## config.mk

```make
export PLATFORM = sky130hd
export DESIGN_NAME = ptdc_row_decode
export DESIGN_NICKNAME = d
export VERILOG_FILES = /design/src/rtl/core/assert_macros.svh /design/src/rtl/core/ptdc_pkg.sv /design/src/rtl/core/ptdc_row_decode.sv
export SDC_FILE = /design/constraint.sdc
export NUM_CORES = 1
export LEC_CHECK = 0
export ABC_AREA = 1
export BUFFER_PORTS_ARGS = -buffer_cell sky130_fd_sc_hd__buf_2
export CAP_MARGIN = 20
export CELL_PAD_IN_SITES_DETAIL_PLACEMENT = 2
export CELL_PAD_IN_SITES_GLOBAL_PLACEMENT = 2
export CORE_UTILIZATION = 12
export DETAILED_ROUTE_END_ITERATION = 7
export PLACE_DENSITY = 0.85
export SYNTH_ARGS = -nofsm -noshare
export SYNTH_HDL_FRONTEND = slang
export SYNTH_SLANG_ARGS = --single-unit
```

## constraint.sdc

```tcl
create_clock -name vclk -period 1.3
set_clock_uncertainty 0.15 [all_clocks]
set_input_delay 0.065 -clock vclk [all_inputs]
set_output_delay 0.065 -clock vclk [all_outputs]
set_load 0.02 [all_outputs]
```

## src/rtl/core/assert_macros.svh

```systemverilog
// assert_macros.svh: assertion shorthands for the tile decode cache RTL
`ifndef ASSERT_MACROS_SVH
`define ASSERT_MACROS_SVH

// same-cycle implication
`define PTDC_ASSERT_SAME(label, clk, rst, ante, cons, msg) \
   label: assert property (@(posedge clk) disable iff (rst) (ante) |-> (cons)) \
      else $error(msg);

// next-cycle implication
`define PTDC_ASSERT_NEXT(label, clk, rst, ante, cons, msg) \
   label: assert property (@(posedge clk) disable iff (rst) (ante) |=> (cons)) \
      else $error(msg);

`endif

```

## src/rtl/core/ptdc_pkg.sv

```systemverilog
// ptdc_pkg: codes, sizes and types of the planar tile decode cache
package ptdc_pkg;

   // transaction modes
   localparam logic [1:0] MODE_INVAL = 2'd0;
   localparam logic [1:0] MODE_WRITE = 2'd1;
   localparam logic [1:0] MODE_READ  = 2'd2;

   // depth codes
   localparam logic [1:0] DEPTH_2BPP = 2'd0;
   localparam logic [1:0] DEPTH_4BPP = 2'd1;
   localparam logic [1:0] DEPTH_8BPP = 2'd2;
   localparam logic [1:0] DEPTH_BAD  = 2'd3;

   // valid bitmap, eight flags per byte, placed above video memory
   localparam int         VALID_BYTES = 896;
   localparam logic [9:0] VOFF_4BPP   = 10'd512;
   localparam logic [9:0] VOFF_8BPP   = 10'd768;

   // decoded store: 64-bit words, 4/2/1 rows per word for 2/4/8 bpp
   localparam int          DEC_WORDS     = 24576;
   localparam int          DEC_AW        = 15;
   localparam logic [14:0] DEC_BASE_4BPP = 15'd8192;
   localparam logic [14:0] DEC_BASE_8BPP = 15'd16384;

   // one byte per bitplane of a tile row
   typedef logic [7:0][7:0] plane_set_type;

   // tag travelling with each video memory fetch
   typedef struct packed {
      logic       vld;
      logic [2:0] plane;
      logic [2:0] row;
      logic       row_end;
   } fetch_tag_type;

endpackage

```

## src/rtl/core/ptdc_row_decode.sv

```systemverilog
// ptdc_row_decode: bitplane bytes of one tile row to packed colour indices
module ptdc_row_decode (
   input  logic [1:0]              depth_sel,
   input  ptdc_pkg::plane_set_type plane_bytes,
   output logic [63:0]             packed_row
);

   // pixel x sits at bits x*planes upward; leftmost pixel is bit 7 of each plane
   always_comb begin
      packed_row = '0;
      case (depth_sel)
         ptdc_pkg::DEPTH_2BPP: begin
            for (int x = 0; x < 8; x++) begin
               for (int k = 0; k < 2; k++) begin
                  packed_row[x*2+k] = plane_bytes[k][7-x];
               end
            end
         end
         ptdc_pkg::DEPTH_4BPP: begin
            for (int x = 0; x < 8; x++) begin
               for (int k = 0; k < 4; k++) begin
                  packed_row[x*4+k] = plane_bytes[k][7-x];
               end
            end
         end
         ptdc_pkg::DEPTH_8BPP: begin
            for (int x = 0; x < 8; x++) begin
               for (int k = 0; k < 8; k++) begin
                  packed_row[x*8+k] = plane_bytes[k][7-x];
               end
            end
         end
         default: begin
            packed_row = '0;
         end
      endcase
   end

endmodule
```

==> summary.md <==
The final instance area is 2246 µm². Category of cells accounting for the largest share of critical-path delay: buffers and inverters. The die outline width was 94.86 µm; the cell area reported after detailed placement was 1851 µm². The post-route netlist has 48.63% of its cells at a drive strength greater than 1. The repair_antennas step left the layout with diodes totalling 0.

Across the whole layout, storage elements account for 0 µm². Walking the worst path, the cells encountered are buf_8 -> inv_4 -> buf_4 -> ha_4 -> inv_2 -> buf_12 -> a21oi_1 -> buf_4. Global routing finished with a remaining overflow of 0.

The congestion estimate from routability-driven global placement came to 0.7232. After layout, the minimum clock period comes to 1.282 ns. The core outline area was 8299 µm².

STA puts the critical path data arrival time at 1.07 ns. The tools report the number of rows created at floorplan as 33. The I/O pin count is 130, and the maximum number of pins on one net before global-route repair is 23.

The cell count after synthesis came out at 230. In this run the remaining antenna-violating nets after routing total 0. Setup repair after global routing could not meet its margin everywhere. The initial antenna violation count is 0. The initial core utilization was 12.47%; the synthesized area divided by synthesized cell count was 4.499 µm². Across the run, the number of max-cap violations was 0. The classification of the worst-slack hold path was in2out. Cell repeated most along the worst path: sky130_fd_sc_hd__buf_4. VDD sags by at most 0.2055 mV.

The post-route setup TNS was 0 ns. After detailed routing, the number of remaining DRC violations is 0. The library cells used most frequently in the layout, excluding fill and tap cells, are sky130_fd_sc_hd__nand2_1 (122), sky130_fd_sc_hd__buf_2 (95), sky130_fd_sc_hd__inv_1 (48), sky130_fd_sc_hd__buf_4 (26), sky130_fd_sc_hd__buf_6 (15). The filler cells instantiated in the layout total 1064. Compared with the post-synthesis result, the final layout area differs by 117.0%. The via count normalized by instance count was 4.045. Sequential cells placed in the final layout were counted as 0. Summing over every cut layer, the via total after detailed routing is 1897.

The delay of the slowest critical-path stage works out to 0.25 ns. Along the worst path, the maximum fanout reaches 16. The run gives 5065 µm as the total half-perimeter wirelength after legalization and detailed placement. Library cell contributing the largest single delay on the critical path: sky130_fd_sc_hd__ha_4.

The run gives 0 as the max-slew violation count. The analysis attributes to net switching a power of 479.1 µW. STA puts the critical path data required time at 1.09 ns. Summed over all cells, the static leakage comes to 1.508 nW. Synthesis instantiated 9 different standard cells from the library. The cell internal power dissipation was 391.1 µW; the net switching share of the total power was 55.06%. For the routed wire length, the log shows 6823 µm. Clock buffer instance count of the final layout: 0.

Synthesis produced a netlist with a net count of 300. The synthesized netlist occupies a cell area of 1035 µm². Post-placement setup slack: -0.06295 ns.

The share of total power dissipated in sequential elements is 0%. The leading cell type in the layout, fill and taps excluded was sky130_fd_sc_hd__nand2_1. Dividing total power by cell area gives a power density of 387.5 nW/µm². The count of input and output buffers came out at 130.

The final layout contains 436 nets. Of the total power, combinational logic draws 100.0%. The critical path in this run is classified as in2out.

Dividing the detail-routed wire length by the instance count gives 14.55 µm. The logs give 8998 µm² for the die footprint and 0% for the clock network fraction of total power. The tools report the first-pass GRT wire length as 9535 µm. The synthesis warning total was 0; the number of optimization iterations in the first detailed-route pass was 3.

The detailed router finished its first iteration with 15 violations. The worst path buffer plus inverter count is 6, and the share of the clock period used by the worst path after layout is 98.58%. The number of buffers inserted by hold repair at cts is 0, and the sequential cell area fraction in the yosys report is 0%.

The nature of the critical path startpoint was an input pin. Global-route total usage across every layer: 13.43%. Headroom to the max-slew limit came out at 89.09%.

For this run, the top clock speed supported by timing is 0.7803 GHz. The endpoint type of the worst setup path is an output port. The number of global-route vias before repair was 1957; the number of setup violations in the final report was 0.

The die span in y works out to 94.86 µm. The run finished with clean final reports. Worst-margin pin slew: 0.1637 ns. Setup slack closes at 0.01843 ns.

For the total count of hold-check failures in the final report, the log shows 0.
[routing by layer]
| layer | track usage, % | up-vias | wire length [µm] |
|---|---|---|---|
| met5 | 0 | - | 0 |
| met3 | 0.4026 | 2 | 275 |
| met2 | 29.02 | 59 | 3870 |
| li1 | - | 932 | - |
| met4 | 0.1263 | 0 | 18 |
| met1 | 14.86 | 904 | 2658 |
[synthesized netlist by cell type]
cell,instances,area [µm²]
sky130_fd_sc_hd__a21oi_1,6,30.03
sky130_fd_sc_hd__buf_4,4,30.03
sky130_fd_sc_hd__buf_6,5,56.30
sky130_fd_sc_hd__nand3_1,16,80.08
sky130_fd_sc_hd__buf_2,5,25.02
sky130_fd_sc_hd__ha_1,4,50.05
sky130_fd_sc_hd__inv_1,52,195.2
sky130_fd_sc_hd__nand2_1,128,480.5
sky130_fd_sc_hd__a21oi_2,10,87.58
[power by group through the flow]
| stage | Sequential, mW | Combinational [mW] | Clock, mW |
|---|---|---|---|
| after floorplan | 0 | 0.381 | 0 |
| after global placement | 0 | 0.683 | 0 |
| after detailed placement | 0 | 0.711 | 0 |
| after CTS | 0 | 0.756 | 0 |
| after global routing | 0 | 0.946 | 0 |
| final | 0 | 0.870 | 0 |
[stage by stage]
stage	utilization, %	hold slack [ns]	total power [mW]	instances
floorplan	-	0.1093	0.3813	230
CTS	23.41	0.2861	0.7560	462
global route	27.06	0.2873	0.9457	469
finish	27.06	0.2726	0.8703	469
global placement	22.30	0.2773	0.6835	460
detailed placement	22.30	0.2866	0.7113	460
[path summary, 6_finish.rpt]
path,startpoint,endpoint,slack [ns],depth (start not counted)
setup / recovery,depth_sel[0],packed_row[19],0.02,8
hold / removal,plane_bytes[51],packed_row[38],0.27,4
[logic make-up (layout without fill, tap and decap cells)]
logic type	count (synthesis)	in the layout	share of synthesized area (%)
buffers and inverters	66	200	29.62
AO/OA/AOI/OAI	16	16	11.37
AND/OR/NAND/NOR	144	144	54.17
adder cells (fa/ha/maj)	4	4	4.837
[final cells by class]
class                           count  area (µm²)  area share (%)
Inverter                           52       200.2           8.914
Tap cell                          105       131.4           5.850
Timing Repair Buffer              148        1100           48.97
Multi-Input combinational cell    164       814.5           36.27
[what timing repair did]
item | in CTS | in global routing
endpoints found under the setup margin | 23 | 52
resized for setup | 11 | 70
gates cloned | 2 | 3
hold endpoints to repair | 0 | 0
pin swaps | 1 | 9
buffers inserted | 0 | 4
Power figures use the tool's default switching activity.
